<file path="src/sv/ice_pkg.sv">
// Shared types, constants and helpers for the implication closure engine.
package ice_pkg;

    localparam int ATTR_COUNT = 32;
    localparam int MAX_RULES  = 64;
    localparam int SET_W      = 32;
    localparam int RULE_AW    = (MAX_RULES > 1) ? $clog2(MAX_RULES) : 1;
    localparam int CNT_W      = $clog2(MAX_RULES + 1);

    localparam logic [SET_W-1:0] ATTR_MASK =
        (ATTR_COUNT >= SET_W) ? {SET_W{1'b1}}
                              : SET_W'((64'd1 << ATTR_COUNT) - 64'd1);

    localparam logic [1:0] MODE_APPEND = 2'd0;
    localparam logic [1:0] MODE_CLEAR  = 2'd1;
    localparam logic [1:0] MODE_QUERY  = 2'd2;

    typedef enum logic [1:0] {
        ST_OK     = 2'd0,
        ST_PREFIX = 2'd1,
        ST_FULL   = 2'd2
    } t_status;

    typedef enum logic {
        S_IDLE,
        S_SWEEP
    } t_state;

    // Mask of all attributes below index p.
    function automatic logic [SET_W-1:0] prefix_mask(input logic [5:0] p);
        logic [63:0] m;
        if (p >= 6'(SET_W)) begin
            m = '1;
        end else begin
            m = (64'd1 << p) - 64'd1;
        end
        return m[SET_W-1:0];
    endfunction

endpackage

</file>
<file path="src/sv/ice_rule_ram.sv">
// Single-port-write, registered-read memory holding the implication table.
module ice_rule_ram #(
    parameter int DEPTH = 64,
    parameter int WIDTH = 64,
    parameter int AW    = 6
) (
    input  logic             i_clk,
    input  logic             i_we,
    input  logic [AW-1:0]    i_waddr,
    input  logic [WIDTH-1:0] i_wdata,
    input  logic [AW-1:0]    i_raddr,
    output logic [WIDTH-1:0] o_rdata
);

    logic [WIDTH-1:0] r_mem [DEPTH];
    logic [WIDTH-1:0] r_rdata;

    // Write one entry per cycle.
    always_ff @(posedge i_clk) begin
        if (i_we) begin
            r_mem[i_waddr] <= i_wdata;
        end
    end

    // Register the read word.
    always_ff @(posedge i_clk) begin
        r_rdata <= r_mem[i_raddr];
    end

    assign o_rdata = r_rdata;

endmodule

</file>
<file path="src/sv/implication_closure_engine.sv">
// Top level: implication table, closure sequencer and result register.
//
// An append or clear leaves busy low, and the result word appears with
// o_valid on the next cycle. A query against an empty table also answers on
// the next cycle. Otherwise the sequencer sweeps the stored rules through
// the table memory, one rule per cycle through a single subset-test and
// merge unit, and the result word appears in the cycle after the last
// pass. Passes repeat until one adds nothing, which is at most one pass per
// newly added attribute plus one, bounded also by n+1 for n stored rules.
// The result word is shown for exactly one cycle with o_valid and must be
// taken then; the block never waits on the receiver. Table contents are
// not cleared at reset; only the rule count is, and only counted entries
// are ever read.
module implication_closure_engine (
    input  logic                       i_clk,
    input  logic                       i_rst_n,
    input  logic                       start,
    output logic                       busy,
    input  logic [1:0]                 i_mode,
    input  logic [ice_pkg::SET_W-1:0]  i_premise_set,
    input  logic [ice_pkg::SET_W-1:0]  i_conclusion_set,
    input  logic [ice_pkg::SET_W-1:0]  i_start_set,
    input  logic [5:0]                 i_prefix_len,
    output logic                       o_valid,
    output logic [ice_pkg::SET_W-1:0]  o_closure_set,
    output logic                       o_success,
    output logic [1:0]                 o_status
);

    import ice_pkg::*;

    // Control state
    t_state            r_state, n_state;
    logic [CNT_W-1:0]  r_count, n_count;
    logic [CNT_W-1:0]  r_idx, n_idx;
    logic              r_dv, n_dv;
    logic              r_changed, n_changed;
    logic              r_valid, n_valid;

    // Payload state
    logic [SET_W-1:0]  r_cur, n_cur;
    logic [SET_W-1:0]  r_start, n_start;
    logic [SET_W-1:0]  r_pmask, n_pmask;
    logic [SET_W-1:0]  r_closure, n_closure;
    logic              r_success, n_success;
    t_status           r_status, n_status;

    // Memory port
    logic                  ram_we;
    logic [2*SET_W-1:0]    ram_wdata;
    logic [2*SET_W-1:0]    ram_rdata;
    logic [SET_W-1:0]      rd_premise;
    logic [SET_W-1:0]      rd_conclusion;

    // Shared subset-test and merge unit
    logic              rule_hit;
    logic [SET_W-1:0]  merged;
    logic              grew;
    logic [SET_W-1:0]  q_start;
    logic [SET_W-1:0]  q_pmask;

    assign ram_wdata     = {i_premise_set & ATTR_MASK, i_conclusion_set & ATTR_MASK};
    assign rd_premise    = ram_rdata[2*SET_W-1:SET_W];
    assign rd_conclusion = ram_rdata[SET_W-1:0];

    ice_rule_ram #(
        .DEPTH (MAX_RULES),
        .WIDTH (2*SET_W),
        .AW    (RULE_AW)
    ) u_ram (
        .i_clk   (i_clk),
        .i_we    (ram_we),
        .i_waddr (r_count[RULE_AW-1:0]),
        .i_wdata (ram_wdata),
        .i_raddr (r_idx[RULE_AW-1:0]),
        .o_rdata (ram_rdata)
    );

    // Fire the rule when its premise lies inside the current set.
    assign rule_hit = ((rd_premise & ~r_cur) == '0);
    assign merged   = rule_hit ? (r_cur | rd_conclusion) : r_cur;
    assign grew     = (merged != r_cur);

    assign q_start = i_start_set & ATTR_MASK;
    assign q_pmask = prefix_mask(i_prefix_len) & ATTR_MASK;

    // Sequencer: next state, memory control and result word
    always_comb begin
        n_state   = r_state;
        n_count   = r_count;
        n_idx     = r_idx;
        n_dv      = 1'b0;
        n_changed = r_changed;
        n_valid   = 1'b0;
        n_cur     = r_cur;
        n_start   = r_start;
        n_pmask   = r_pmask;
        n_closure = r_closure;
        n_success = r_success;
        n_status  = r_status;
        ram_we    = 1'b0;

        unique case (r_state)
            S_IDLE: begin
                if (start) begin
                    n_closure = '0;
                    n_success = 1'b1;
                    n_status  = ST_OK;
                    unique case (i_mode)
                        MODE_APPEND: begin
                            n_valid = 1'b1;
                            if (r_count < CNT_W'(MAX_RULES)) begin
                                ram_we  = 1'b1;
                                n_count = r_count + CNT_W'(1);
                            end else begin
                                n_success = 1'b0;
                                n_status  = ST_FULL;
                            end
                        end
                        MODE_CLEAR: begin
                            n_valid = 1'b1;
                            n_count = '0;
                        end
                        default: begin
                            // Query; the unused mode code behaves the same.
                            if (r_count == '0) begin
                                n_valid   = 1'b1;
                                n_closure = q_start;
                            end else begin
                                n_state   = S_SWEEP;
                                n_cur     = q_start;
                                n_start   = q_start;
                                n_pmask   = q_pmask;
                                n_idx     = '0;
                                n_changed = 1'b0;
                            end
                        end
                    endcase
                end
            end
            S_SWEEP: begin
                // Issue the next rule read.
                if (r_idx < r_count) begin
                    n_idx = r_idx + CNT_W'(1);
                    n_dv  = 1'b1;
                end
                // Merge the rule read last cycle.
                if (r_dv) begin
                    n_cur     = merged;
                    n_changed = r_changed | grew;
                    if (r_idx == r_count) begin
                        if (r_changed | grew) begin
                            // Pass added something: sweep again.
                            n_idx     = '0;
                            n_changed = 1'b0;
                        end else begin
                            n_state = S_IDLE;
                            n_valid = 1'b1;
                            if (((merged ^ r_start) & r_pmask) != '0) begin
                                n_closure = '0;
                                n_success = 1'b0;
                                n_status  = ST_PREFIX;
                            end else begin
                                n_closure = merged;
                                n_success = 1'b1;
                                n_status  = ST_OK;
                            end
                        end
                    end
                end
            end
            default: begin
                n_state = S_IDLE;
            end
        endcase
    end

    // Control registers
    always_ff @(posedge i_clk) begin
        if (!i_rst_n) begin
            r_state   <= S_IDLE;
            r_count   <= '0;
            r_idx     <= '0;
            r_dv      <= 1'b0;
            r_changed <= 1'b0;
            r_valid   <= 1'b0;
        end else begin
            r_state   <= n_state;
            r_count   <= n_count;
            r_idx     <= n_idx;
            r_dv      <= n_dv;
            r_changed <= n_changed;
            r_valid   <= n_valid;
        end
    end

    // Payload registers
    always_ff @(posedge i_clk) begin
        r_cur     <= n_cur;
        r_start   <= n_start;
        r_pmask   <= n_pmask;
        r_closure <= n_closure;
        r_success <= n_success;
        r_status  <= n_status;
    end

    assign busy          = (r_state != S_IDLE);
    assign o_valid       = r_valid;
    assign o_closure_set = r_closure;
    assign o_success     = r_success;
    assign o_status      = r_status;

endmodule

</file>
<file path="config.mk">
export PLATFORM = sky130hd
export DESIGN_NAME = implication_closure_engine
export DESIGN_NICKNAME = d
export VERILOG_FILES = /design/src/sv/ice_pkg.sv /design/src/sv/ice_rule_ram.sv /design/src/sv/implication_closure_engine.sv
export SDC_FILE = /design/constraint.sdc
export NUM_CORES = 2
export LEC_CHECK = 0
export BUFFER_PORTS_ARGS = -buffer_cell sky130_fd_sc_hd__buf_2
export CORE_MARGIN = 2
export CORE_UTILIZATION = 30
export DETAILED_ROUTE_END_ITERATION = 10
export PLACE_DENSITY = 0.48
export SLEW_MARGIN = 20
export SYNTH_ARGS = -nofsm -noshare
export SYNTH_HDL_FRONTEND = slang
export SYNTH_HIERARCHICAL = 1
export SYNTH_SLANG_ARGS = --single-unit
</file>
<file path="constraint.sdc">
create_clock -name i_clk -period 7.2 [get_ports i_clk]
set_clock_uncertainty 0.2 [all_clocks]
set_input_delay 0.36 -clock i_clk [delete_from_list [all_inputs] [get_ports i_clk]]
set_output_delay 0.36 -clock i_clk [all_outputs]
set_load 0.01 [all_outputs]
</file>
==> impl_metrics.csv <==
group,metric,value,unit
setup_path,cpPeakStageDelay,0.90,ns
timing,report.final.slew_viol_count,0,
power_and_ir_drop,sequentialPowerShare,53.5,%
cts,h-tree-depth,5,
cts,post_cts_buffers,0,
die,ios,144,
timing,setup-violations-final,0,
setup_path,critPathMaxFanout,47,
timing,worstMarginPinSlew,1.28,ns
synthesis,synthFlopType,"edfxtp_1",
synthesis,async_reset_ff_share,0,%
grt,grt_pass1_wl,705000,um
die,rows,272,
grt,grt_pass1_vias,83900,
timing,post-route-period-util,71.2,%
synthesis,yosys_warnings,6,
die,dieArea,556000,um2
finish,area_growth,16.8,%
detailed_routing,dr_total_vias,82200,
setup_path,end_kind,"register",
setup_path,crit_path_cell_trace,"nand2b_1, nor4_2, nor2b_1, nand3_1, nor2_4, buf_4",
power_and_ir_drop,p_sw,10.7,mW
placement,gp_congestion,0.809,
setup_path,path_class,"reg2reg",
setup_path,cpLargestDelayFamily,"simple AND/OR/NAND/NOR gates",
synthesis,ys_seq_elements,4309,
timing,setup_tns,0,ns
setup_path,rrSetupSlack,2.07,ns
grt,grt_overflow,0,
grt,grt_start_max_net_pins,100,
cts,cts.path.max_buffers,4,
power_and_ir_drop,p_int,41.1,mW
detailed_routing,ant_nets,0,
power_and_ir_drop,p_leak,57.0,nW
die,die_y,745,um
timing,relSlewSlack,14.9,%
setup_path,worstSetupStartpointType,"register",
placement,port_buffers,143,
power_and_ir_drop,vdd_drop_max,242,uV
cts,path_clk_slew,0.06,ns
timing,rsz0062_at_grt,"no",
power_and_ir_drop,pwr-share-comb,1.8,%
die,start_util,30.1,%
setup_path,cp.required,7.57,ns
synthesis,yosys-top-cells-area,"edfxtp_1 77%, mux4_2 14%, dfxtp_1 1.0%",
detailed_routing,routed_via_density,5.24,
grt,grt_use_total,18.0,%
placement,dp_cells,14700,
timing,setup_ws,2.07,ns
setup_path,worstPathArrival,5.50,ns
placement,dp_hpwl,283000,um
detailed_routing,drtIter0Drc,9861,
finish,nNetsFinal,8148,
synthesis,yosys.area.top_type,"edfxtp_1",
finish,fin_util,35.1,%
synthesis,syn-num-nets,7580,
power_and_ir_drop,clkPwrFrac,44.7,%
setup_path,critical_path.slowest_cell,"nor2_4",
die,die_w,745,um
placement,pre_cts_slack,2.29,ns
timing,hold_viol,0,
synthesis,ys_types,70,
cts,cts_buffers,444,
detailed_routing,routedWlPerCell,32.8,um
synthesis,synthCells,7462,
grt,antenna_found_initial,59,
cts,clock-sinks,4309,
cts,cts_tree,"done",
detailed_routing,drt_first_pass_iters,6,
power_and_ir_drop,power.total,51.8,mW
synthesis,synth.avg_cell_area,22.1,um2
flow_run,cap_violations,0,
min_path,hp-class,"in2reg",
timing,finalWorstPathRequiredPeriod,5.13,ns
setup_path,crit_buf_inv,1,
timing,max_freq,0.195,GHz
die,core_area,548000,um2
cts,root_buffer,"clkbuf_16",
power_and_ir_drop,powerDensity,269,nW/um2
synthesis,netlist_area,165000,um2
finish,drive_gt1_share,26.8,%
detailed_routing,drcViolationCount,0,
synthesis,synth_top_area_share,77.0,%
power_and_ir_drop,sw_frac_of_total,20.6,%
synthesis,synth_edf_count,4227,
cts,clkLatencyLatePin,1.05,ns
synthesis,ys_seq_area_share,78.0,%
finish,layout.cells.non_filler,15700,
status,outcome,"finished, final reports clean",
detailed_routing,wl,516000,um
==> Yosys cell counts, types with 28 or more instances <==
cell type / count
and3_1: 68
inv_1: 60
or3_1: 31
o221ai_1: 44
edfxtp_1: 4227
a22o_1: 88
or2_2: 29
a211oi_1: 63
buf_4: 35
dfxtp_1: 82
clkbuf_1: 172
mux2i_1: 137
nand3b_1: 84
nor2b_1: 43
nand2b_1: 71
nand2_1: 148
mux4_2: 1024
o22ai_1: 101
o21ai_2: 29
nand4_1: 28
a21oi_1: 70
nor2_1: 177
a22oi_1: 170
nand3_1: 62
buf_2: 171
==> power by group through the flow <==
stage	Sequential (mW)	Combinational, mW	Clock (mW)
2_1_floorplan	28.2	0.276	0
3_3_place_gp	28.2	0.838	0
3_5_place_dp	28.2	0.873	0
4_1_cts	27.7	0.957	23.6
5_1_grt	27.7	1.03	24.6
6_report	27.7	0.945	23.1
==> flip-flops by register name, summed over array words and instances, names as in the netlist <==
register / flops
u_ram/o_rdata: 64
o_closure_set: 32
r_cur: 32
r_dv: 1
busy: 1
u_ram/r_mem: 4096
r_start: 32
r_idx: 7
r_changed: 1
o_status: 2
r_pmask: 32
o_success: 1
r_count: 7
o_valid: 1
==> logic make-up (layout without fill, tap and decap cells) <==
family	after synthesis	after routing	share of synthesized area, %
buffers and inverters	469	1416	1.32
xor gates and xnor gates	13	13	0.0691
muxes	1166	1166	14.9
and+or+nand+nor	787	787	2.53
DFF	4309	4309	78.0
adders and majority gates	11	11	0.0835
other	0	26	0
AOI/OAI and AO/OA	707	707	3.16
==> stage by stage <==
step | area, um2 | hold WS (ns)
6_report | 193000 | 0.0613
5_1_grt | 192000 | 0.0498
2_1_floorplan | 165000 | 0.248
3_5_place_dp | 176000 | 0.280
3_3_place_gp | 176000 | 0.287
4_1_cts | 192000 | 0.0000931
==> cells in the final DEF (no fill, tap or decap), types with 29 or more instances in the layout <==
| cell | n |
|---|---|
| or2_2 | 29 |
| o22ai_1 | 101 |
| buf_4 | 207 |
| clkbuf_8 | 31 |
| clkinv_2 | 85 |
| buf_12 | 69 |
| clkinv_1 | 92 |
| mux2i_1 | 137 |
| or3_1 | 30 |
| a22o_1 | 88 |
| a22oi_1 | 170 |
| a211oi_2 | 29 |
| a21oi_1 | 70 |
| edfxtp_1 | 4227 |
| nand2b_1 | 69 |
| o21ai_2 | 29 |
| nor2b_1 | 39 |
| inv_1 | 60 |
| nor2_4 | 66 |
| nand3_1 | 62 |
| nand2_1 | 144 |
| dfxtp_1 | 76 |
| nand3b_1 | 84 |
| mux4_2 | 1024 |
| clkbuf_1 | 79 |
| buf_2 | 101 |
| nor2_1 | 110 |
| dlygate4sd3_1 | 150 |
| bufinv_16 | 42 |
| clkbuf_16 | 448 |
| and3_1 | 68 |
| o221ai_1 | 44 |
==> layer usage <==
metal  wire (um)  global-route usage [%]
met1      214000                    24.4
met2      256000                    30.8
met3       32700                    2.76
met4       12400                    3.98
met5         105                       0
==> repair_timing <==
item,CTS,global route
hold buffers,150,0
endpoints found under the hold margin,4143,0
endpoints found under the setup margin,0,0
resized for setup,0,0
==> tightest hold or removal path: stages <==
cell and delay (ns):
dlygate4sd3_1 0.58, buf_2 0.14, nand2_1 0.06, o21ai_2 0.05
==> final timing paths <==
path / startpoint / to / cells past startpoint
worst max-delay path: busy$_SDFF_PN0_ / u_ram/r_mem[62][60]$_DFFE_PP_ / 6
worst min-delay path: i_start_set[23] / o_closure_set[23]$_DFFE_PP_ / 4
worst max register to register: busy$_SDFF_PN0_ / u_ram/r_mem[62][60]$_DFFE_PP_ / 6
worst min register to register: r_idx[6]$_SDFFE_PN0P_ / r_idx[6]$_SDFFE_PN0P_ / 2
==> final cells by class <==
class | count | area (um2)
Clock inverter | 267 | 2710
Tap cell | 7261 | 9080
Clock buffer | 558 | 11900
Inverter | 62 | 233
Antenna cell | 26 | 65.1
Fill cell | 50500 | 355000
Timing Repair Buffer | 529 | 5000
Sequential cell | 4309 | 129000
Multi-Input combinational cell | 2684 | 34900
Power figures use the tool's default switching activity.
